$ cat src/design/csc_pkg.sv
`default_nettype none

package csc_pkg;

	localparam int unsigned RankW = 5;
	localparam int unsigned CfgAddrW = 5;
	localparam int unsigned CfgDataW = 64;
	localparam int unsigned QueueDepth = 2;

	localparam logic [4:0] NumLetters = 5'd26;
	localparam logic [RankW-1:0] RankOutOfRange = 5'd31;

	// Register indexes, taken from paddr[4:3].
	localparam logic [1:0] RegRanksAtoI = 2'd0;
	localparam logic [1:0] RegRanksJtoR = 2'd1;
	localparam logic [1:0] RegRanksStoZ = 2'd2;

	localparam logic [44:0] RanksAtoIReset = 45'd9043225708576;
	localparam logic [44:0] RanksJtoRReset = 45'd19258043411785;
	localparam logic [39:0] RanksStoZReset = 40'd885558792818;

	// Packed so that letter k sits at bits 5k+4..5k of the whole struct.
	typedef struct packed {
		logic [39:0] s_to_z;
		logic [44:0] j_to_r;
		logic [44:0] a_to_i;
	} ranks_t;

	// What the front end decided about one accepted word.
	typedef struct packed {
		logic [RankW-1:0] rank;
		logic             stored;
		logic             in_prev;
		logic             ovf_evt;
		logic             prefix_short;
		logic             first_word;
		logic             word_end;
		logic             list_start;
	} entry_t;

	typedef struct packed {
		logic [RankW-1:0] prev_rank;
		entry_t           info;
	} item_t;

	function automatic logic [RankW-1:0] rank_lookup(ranks_t ranks, logic [4:0] letter);
		logic [129:0]     tbl;
		logic [7:0]       base;
		logic [RankW-1:0] r;
		tbl = ranks;
		base = 8'(letter) * 8'd5;
		if (letter < NumLetters) begin
			r = tbl[base +: RankW];
		end else begin
			r = RankOutOfRange;
		end
		return r;
	endfunction

endpackage

`default_nettype wire

$ cat src/design/csc_regs.sv
`default_nettype none

module csc_regs (
	input  wire logic                          clk,
	input  wire logic                          arst_n,
	input  wire logic                          psel,
	input  wire logic                          penable,
	input  wire logic                          pwrite,
	input  wire logic [csc_pkg::CfgAddrW-1:0]  paddr,
	input  wire logic [csc_pkg::CfgDataW-1:0]  pwdata,
	output logic      [csc_pkg::CfgDataW-1:0]  prdata,
	output logic                               pready,
	output csc_pkg::ranks_t                    ranks
);

	logic [44:0] a_to_i_q;
	logic [44:0] j_to_r_q;
	logic [39:0] s_to_z_q;
	logic [1:0]  reg_idx;
	logic        wr_en;

	assign pready = 1'b1;
	assign reg_idx = paddr[4:3];
	assign wr_en = psel & penable & pwrite;

	always_ff @(posedge clk or negedge arst_n) begin
		if (!arst_n) begin
			a_to_i_q <= csc_pkg::RanksAtoIReset;
			j_to_r_q <= csc_pkg::RanksJtoRReset;
			s_to_z_q <= csc_pkg::RanksStoZReset;
		end else if (wr_en) begin
			unique case (reg_idx)
				csc_pkg::RegRanksAtoI: a_to_i_q <= pwdata[44:0];
				csc_pkg::RegRanksJtoR: j_to_r_q <= pwdata[44:0];
				csc_pkg::RegRanksStoZ: s_to_z_q <= pwdata[39:0];
				default: ;
			endcase
		end
	end

	always_comb begin
		unique case (reg_idx)
			csc_pkg::RegRanksAtoI: prdata = 64'(a_to_i_q);
			csc_pkg::RegRanksJtoR: prdata = 64'(j_to_r_q);
			csc_pkg::RegRanksStoZ: prdata = 64'(s_to_z_q);
			default: prdata = '0;
		endcase
	end

	assign ranks = '{s_to_z: s_to_z_q, j_to_r: j_to_r_q, a_to_i: a_to_i_q};

endmodule

`default_nettype wire

$ cat src/design/csc_front.sv
`default_nettype none

module csc_front #(
	parameter int unsigned MAX_WORD_LEN = 32
) (
	input  wire logic            clk,
	input  wire logic            arst_n,
	input  wire logic            item_valid,
	output logic                 item_stall,
	input  wire logic [4:0]      letter,
	input  wire logic            has_letter,
	input  wire logic            word_end,
	input  wire logic            list_start,
	input  wire csc_pkg::ranks_t ranks,
	output logic                 push,
	input  wire logic            q_full,
	output csc_pkg::item_t       push_item
);

	localparam int unsigned PosW = $clog2(MAX_WORD_LEN + 1);
	localparam int unsigned AddrW = (MAX_WORD_LEN > 1) ? $clog2(MAX_WORD_LEN) : 1;

	logic [csc_pkg::RankW-1:0] rank_mem [MAX_WORD_LEN];

	logic [PosW-1:0]           pos_q;
	logic [PosW-1:0]           prev_len_q;
	logic                      first_q;
	logic                      valid_s1;
	csc_pkg::entry_t           info_s1;
	logic [csc_pkg::RankW-1:0] prev_rank_s1;

	logic                      accept;
	logic [PosW-1:0]           cur_pos;
	logic [PosW-1:0]           next_pos;
	logic                      cur_first;
	logic                      stored;
	logic [AddrW-1:0]          addr;
	logic [csc_pkg::RankW-1:0] rank;

	assign push = valid_s1 & ~q_full;
	assign item_stall = valid_s1 & q_full;
	assign accept = item_valid & ~item_stall;

	// A list start restarts the word before the same word is handled as usual.
	assign cur_pos = list_start ? '0 : pos_q;
	assign cur_first = list_start | first_q;
	assign stored = has_letter && (cur_pos < PosW'(MAX_WORD_LEN));
	assign next_pos = cur_pos + PosW'(stored);
	assign addr = cur_pos[AddrW-1:0];
	assign rank = csc_pkg::rank_lookup(ranks, letter);

	always_ff @(posedge clk or negedge arst_n) begin
		if (!arst_n) begin
			pos_q <= '0;
			prev_len_q <= '0;
			first_q <= 1'b1;
			valid_s1 <= 1'b0;
		end else begin
			if (accept) begin
				if (word_end) begin
					pos_q <= '0;
					prev_len_q <= next_pos;
					first_q <= 1'b0;
				end else begin
					pos_q <= next_pos;
					first_q <= cur_first;
				end
				valid_s1 <= 1'b1;
			end else if (push) begin
				valid_s1 <= 1'b0;
			end
		end
	end

	// The read returns the previous word's rank before this word overwrites it.
	always_ff @(posedge clk) begin
		if (accept) begin
			prev_rank_s1 <= rank_mem[addr];
			if (stored) begin
				rank_mem[addr] <= rank;
			end
			info_s1.rank <= rank;
			info_s1.stored <= stored;
			info_s1.in_prev <= cur_pos < prev_len_q;
			info_s1.ovf_evt <= has_letter & ~stored;
			info_s1.prefix_short <= prev_len_q > next_pos;
			info_s1.first_word <= cur_first;
			info_s1.word_end <= word_end;
			info_s1.list_start <= list_start;
		end
	end

	assign push_item = '{prev_rank: prev_rank_s1, info: info_s1};

endmodule

`default_nettype wire

$ cat src/design/csc_queue.sv
`default_nettype none

module csc_queue (
	input  wire logic           clk,
	input  wire logic           arst_n,
	input  wire logic           push,
	input  wire csc_pkg::item_t push_item,
	output logic                full,
	input  wire logic           pop,
	output logic                nonempty,
	output csc_pkg::item_t      head
);

	localparam int unsigned PtrW = $clog2(csc_pkg::QueueDepth);
	localparam int unsigned CntW = $clog2(csc_pkg::QueueDepth + 1);

	csc_pkg::item_t  slot_q [csc_pkg::QueueDepth];
	logic [PtrW-1:0] wr_ptr_q;
	logic [PtrW-1:0] rd_ptr_q;
	logic [CntW-1:0] count_q;

	assign full = count_q == CntW'(csc_pkg::QueueDepth);
	assign nonempty = count_q != '0;
	assign head = slot_q[rd_ptr_q];

	always_ff @(posedge clk or negedge arst_n) begin
		if (!arst_n) begin
			wr_ptr_q <= '0;
			rd_ptr_q <= '0;
			count_q <= '0;
		end else begin
			if (push) begin
				wr_ptr_q <= wr_ptr_q + 1'b1;
			end
			if (pop) begin
				rd_ptr_q <= rd_ptr_q + 1'b1;
			end
			if (push && !pop) begin
				count_q <= count_q + 1'b1;
			end else if (pop && !push) begin
				count_q <= count_q - 1'b1;
			end
		end
	end

	always_ff @(posedge clk) begin
		if (push) begin
			slot_q[wr_ptr_q] <= push_item;
		end
	end

endmodule

`default_nettype wire

$ cat src/design/csc_back.sv
`default_nettype none

module csc_back (
	input  wire logic           clk,
	input  wire logic           arst_n,
	input  wire logic           nonempty,
	input  wire csc_pkg::item_t head,
	output logic                pop,
	output logic                result_valid,
	input  wire logic           result_stall,
	output logic                sorted_so_far,
	output logic                word_overflow
);

	typedef enum logic [1:0] {
		PairUndecided,
		PairInOrder,
		PairViolation
	} pair_t;

	pair_t pair_q;
	logic  sorted_q;
	logic  ovf_q;
	logic  result_valid_q;
	logic  res_sorted_q;
	logic  res_ovf_q;

	pair_t pair_new;
	logic  sorted_new;
	logic  ovf_new;
	logic  can_load;

	// Words that close no word give no result and never wait on the output.
	assign can_load = ~result_valid_q | ~result_stall;
	assign pop = nonempty & (~head.info.word_end | can_load);

	always_comb begin
		pair_new = head.info.list_start ? PairUndecided : pair_q;
		sorted_new = head.info.list_start | sorted_q;
		ovf_new = ~head.info.list_start & ovf_q;
		if (head.info.ovf_evt) begin
			ovf_new = 1'b1;
		end
		if (head.info.stored && !head.info.first_word && pair_new == PairUndecided) begin
			if (!head.info.in_prev) begin
				pair_new = PairInOrder;
			end else if (head.info.rank < head.prev_rank) begin
				pair_new = PairInOrder;
			end else if (head.info.rank > head.prev_rank) begin
				pair_new = PairViolation;
			end
		end
		if (head.info.word_end) begin
			if (!head.info.first_word) begin
				// A longer previous word that starts with this one breaks the order.
				if (pair_new == PairUndecided && head.info.prefix_short) begin
					pair_new = PairViolation;
				end
				if (pair_new == PairViolation) begin
					sorted_new = 1'b0;
				end
			end
			pair_new = PairUndecided;
		end
	end

	always_ff @(posedge clk or negedge arst_n) begin
		if (!arst_n) begin
			pair_q <= PairUndecided;
			sorted_q <= 1'b1;
			ovf_q <= 1'b0;
			result_valid_q <= 1'b0;
		end else begin
			if (pop) begin
				pair_q <= pair_new;
				sorted_q <= sorted_new;
				ovf_q <= ovf_new;
			end
			if (pop && head.info.word_end) begin
				result_valid_q <= 1'b1;
			end else if (!result_stall) begin
				result_valid_q <= 1'b0;
			end
		end
	end

	always_ff @(posedge clk) begin
		if (pop && head.info.word_end) begin
			res_sorted_q <= sorted_new;
			res_ovf_q <= ovf_new;
		end
	end

	assign result_valid = result_valid_q;
	assign sorted_so_far = res_sorted_q;
	assign word_overflow = res_ovf_q;

endmodule

`default_nettype wire

$ cat src/design/custom_alphabet_sort_checker_core.sv
// A word that closes a list word passes the front stage and the queue to the result register.
// Throughput: one word per cycle while the result output is not stalled; the rank memory is
// read once per accepted word and written when it stores a letter. The two-entry queue and
// the front stage let the input run on for three closing words while the output is stalled.
// Reset (arst_n low, asynchronous) clears position, lengths, pair status and overflow, sets the
// sorted flag and loads the identity ranking; the stored previous-word ranks are not cleared.
`default_nettype none

module custom_alphabet_sort_checker_core #(
	parameter int unsigned MAX_WORD_LEN = 32
) (
	input  wire logic                          clk,
	input  wire logic                          arst_n,
	input  wire logic                          item_valid,
	output logic                               item_stall,
	input  wire logic [4:0]                    letter,
	input  wire logic                          has_letter,
	input  wire logic                          word_end,
	input  wire logic                          list_start,
	output logic                               result_valid,
	input  wire logic                          result_stall,
	output logic                               sorted_so_far,
	output logic                               word_overflow,
	input  wire logic                          psel,
	input  wire logic                          penable,
	input  wire logic                          pwrite,
	input  wire logic [csc_pkg::CfgAddrW-1:0]  paddr,
	input  wire logic [csc_pkg::CfgDataW-1:0]  pwdata,
	output logic      [csc_pkg::CfgDataW-1:0]  prdata,
	output logic                               pready
);

	csc_pkg::ranks_t ranks;
	csc_pkg::item_t  push_item;
	csc_pkg::item_t  head;
	logic            push;
	logic            q_full;
	logic            pop;
	logic            nonempty;

	csc_regs u_regs (
		.clk     (clk),
		.arst_n  (arst_n),
		.psel    (psel),
		.penable (penable),
		.pwrite  (pwrite),
		.paddr   (paddr),
		.pwdata  (pwdata),
		.prdata  (prdata),
		.pready  (pready),
		.ranks   (ranks)
	);

	csc_front #(
		.MAX_WORD_LEN (MAX_WORD_LEN)
	) u_front (
		.clk        (clk),
		.arst_n     (arst_n),
		.item_valid (item_valid),
		.item_stall (item_stall),
		.letter     (letter),
		.has_letter (has_letter),
		.word_end   (word_end),
		.list_start (list_start),
		.ranks      (ranks),
		.push       (push),
		.q_full     (q_full),
		.push_item  (push_item)
	);

	csc_queue u_queue (
		.clk       (clk),
		.arst_n    (arst_n),
		.push      (push),
		.push_item (push_item),
		.full      (q_full),
		.pop       (pop),
		.nonempty  (nonempty),
		.head      (head)
	);

	csc_back u_back (
		.clk           (clk),
		.arst_n        (arst_n),
		.nonempty      (nonempty),
		.head          (head),
		.pop           (pop),
		.result_valid  (result_valid),
		.result_stall  (result_stall),
		.sorted_so_far (sorted_so_far),
		.word_overflow (word_overflow)
	);

endmodule

`default_nettype wire

$ cat config.mk
export PLATFORM = sky130hd
export DESIGN_NAME = custom_alphabet_sort_checker_core
export DESIGN_NICKNAME = d
export VERILOG_FILES = /design/src/design/csc_pkg.sv /design/src/design/csc_regs.sv /design/src/design/csc_front.sv /design/src/design/csc_queue.sv /design/src/design/csc_back.sv /design/src/design/custom_alphabet_sort_checker_core.sv
export SDC_FILE = /design/constraint.sdc
export NUM_CORES = 1
export LEC_CHECK = 0
export BUFFER_PORTS_ARGS = -buffer_cell sky130_fd_sc_hd__buf_2
export CAP_MARGIN = 20
export CORE_MARGIN = 1.5
export CORE_UTILIZATION = 50
export DETAILED_ROUTE_END_ITERATION = 6
export GPL_TIMING_DRIVEN = 1
export PLACE_DENSITY = 0.75
export SKIP_CTS_REPAIR_TIMING = 1
export SYNTH_ARGS = -nofsm -noshare
export SYNTH_HDL_FRONTEND = slang
export SYNTH_SLANG_ARGS = --single-unit
$ cat constraint.sdc
create_clock -name clk -period 2.51 [get_ports clk]
set_input_delay 0.3765 -clock clk [delete_from_list [all_inputs] [get_ports clk]]
set_output_delay 0.3765 -clock clk [all_outputs]
set_load 0.005 [all_outputs]
==> metrics <==
DR vias 10900; clock skew 24.8 ps; Area growth, synth to finish 16.4%; DRT Pass-1 Iters 5; Placed Area 18500 µm²; PwrDens 901 nW/µm²; post-route cell area 19800 µm²; post-synthesis mux area share 0.197; register area share after synthesis 0.605; met1 usage 0.283; Core ar. 33500 µm²; Max Slew Vio Count 0; leakage power 7.71 nW; worst skew pair latency 530 ps; EDFF count, synth 213; endpoint class of the critical path flop; status completed; fraction of layout cells with a size suffix above 1 0.358; H-tree levels 2; post-route insts no fill 1846; Die ar. 35200 µm²; die height 188 µm; total global routing overflow 0; GPL Wtd Cong 0.874; Avg Vias per Cell 5.88; grt met2 use 0.384; Yosys cell types 71; Final Hold Viols 0; ys async rst share 0.418; NumNets Final 1468; max_cap viols 0; ys flop type edfxtp_1; I/O Buffers 110; RSZ-0062 raised after global routing no; # rows 67; placed insts 1771; largest family of logic cells by synthesized area multiplexers; syn_area_per_cell 14.1 µm²; Worst-Margin Slew 619 ps; post-synthesis simple-gate area fraction 0.0642; Tmin final 2400 ps; Top-Level Pins 153; first-pass GRT wire length 62.1 mm; DRT iter0 DRCs 876; adder-cell share of the synthesized area 0.0140; WP data arrival 2680 ps; Initial Utilization 0.508; post-synthesis compound-gate area fraction 0.0773; crit path max fanout 2; clock-pin slew on the worst setup and hold paths 60 ps; Antenna Nets Post-Route 0; Num Clock Sinks 366; Die W 188 µm; # setup viols final 0; DRC viols 0; maximum VDD drop 0.000682 V; Final Cycle Share 0.957; HP Class in -> reg; met3 Use GR 0.0511; number of global-route vias before repair 11100; DR WL/cell 21.5 µm; cts bufs inserted 39; CTS tree yes; warnings from Yosys 0; pin count of the biggest net entering global routing 79; clock tree buffer depth 3; GR peak layer met2; Post-Route WL 39.7 mm; cell count after synthesis 1205; Seq cells post-synth 366; Critical Path RT 2780 ps; Tot GR Track Use 0.225; Critical Path Start Type flop; initial antenna violation count 5; Achievable Freq 416 MHz; Synth Area in XOR/XNOR 0.00463; mapped cell area 17000 µm²; relative slew slack 0.586; CTS root buf clkbuf_16; DP Wirelength 26.2 mm; Setup Crit Path Kind reg -> reg
[sequential cells by signal (all words and copies together) (netlist names), 2 cells and up]
register and cells:
u_regs.s_to_z_q 40, u_queue.slot_q 34, u_back.pair_q 2, u_front.prev_rank_s1 5, u_front.push_item 12, u_front.pos_q 6
u_regs.j_to_r_q 45, u_front.prev_len_q 6, u_front.rank_mem 160, u_regs.a_to_i_q 45, u_queue.count_q 2
[cells in the mapped netlist (19+ instances only)]
cell      instances  area, µm²
mux2i_1          96        961
buf_4            29        218
dfrtp_1          94       2350
ha_1             19        238
nor2_1           73        274
inv_1            20       75.1
o221ai_1         29        254
clkbuf_1         19       71.3
a21oi_1          20        100
mux4_2           21        473
dfstp_2          59       1550
o21ai_0          66        330
nand2_1          82        308
mux2_2          137       1540
nand2b_1         19        119
edfxtp_1        213       6400
buf_2            34        170
[critical path: stages (launching register included)]
cell and delay (ps):
dfrtp_1 350, nor2b_4 140, nand2b_4 120, inv_1 50
ha_2 200, ha_1 270, inv_1 50, ha_1 290
nor2b_1 150, o21a_1 170, o21a_1 180, o21ai_2 120
a21oi_1 70
[routing by layer]
layer	vias to the layer above	wire length (µm)
li1	4851	-
met1	5509	15900
met2	412	19800
met3	79	2900
met4	4	1030
met5	-	23
[final timing paths]
check                                startpoint                   end  slack [ps]  cells after the start
setup / recovery               u_front.pos_q[5]  u_front.push_item[3]         110                     12
hold / removal                       item_valid      u_front.valid_s1          80                      2
setup reg to reg               u_front.pos_q[5]  u_front.push_item[3]         110                     12
hold reg to reg            u_front.push_item[3]  u_queue.slot_q[0][3]         440                      0
max in group asynchronous                arst_n   u_regs.s_to_z_q[29]        1590                      3
min in group asynchronous                arst_n    u_queue.count_q[0]         250                      2
[layout make-up]
type	instances	area, µm²
Fill cell	2595	13700
Sequential cell	366	10300
Multi-Input combinational cell	744	6210
Timing Repair Buffer	192	1350
Clock buffer	48	1020
Tap cell	448	561
Clock inverter	22	290
Inverter	22	82.6
Antenna cell	4	10.0
[where the power goes]
part | internal [mW] | total, mW | switching (mW)
logic | 1.78 | 3.71 | 1.93
registers | 7.64 | 8.25 | 0.611
clock network | 3.61 | 5.91 | 2.30
[logic make-up after synthesis]
group | count (synthesis)
fa+ha+maj | 19
compound gates | 189
xor+xnor | 9
simple gates | 232
flops | 366
mux | 275
other cells | 2
buf+inv | 113
[through the flow]
stage	utilization	setup slack [ps]	hold WS, ps	power (mW)	setup TNS, ps
floorplan	-	34.2	80.9	10.6	0
global placement	0.551	-66.9	211	11.9	-66.9
detailed placement	0.551	-91.3	211	12.0	-91.3
CTS	0.590	-45.9	-340	18.0	-45.9
global route	0.591	4.04	89.7	18.6	0
finish	0.591	107	75.9	17.9	0
[layout by cell type, fill, tap and decap left out, types with 7 or more instances in the layout]
cell type  netlist  routed
edfxtp_1       213     213
a22oi_1         10      10
inv_1           20      20
buf_2           34     109
nor2b_1          9       7
nand3b_1         8       8
clkbuf_1        19       8
buf_12           1      14
a2bb2oi_1       17      17
dfstp_2         59      59
bufinv_16        0       7
mux2_2         137     137
mux4_2          21      21
nand4_1          7       7
clkinv_2         0       9
a21oi_1         20      20
o21ai_0         66      65
mux2_1          11      11
dfrtp_1         94      92
nand2_1         82      81
ha_1            19      18
nand2b_1        19      18
buf_4           29      67
mux2i_1         96      96
clkbuf_16        0      39
o221ai_1        29      27
conb_1           2      20
nor2_1          73      73
mux4_1          10      10
No activity file was read; power rests on OpenSTA's default activity.
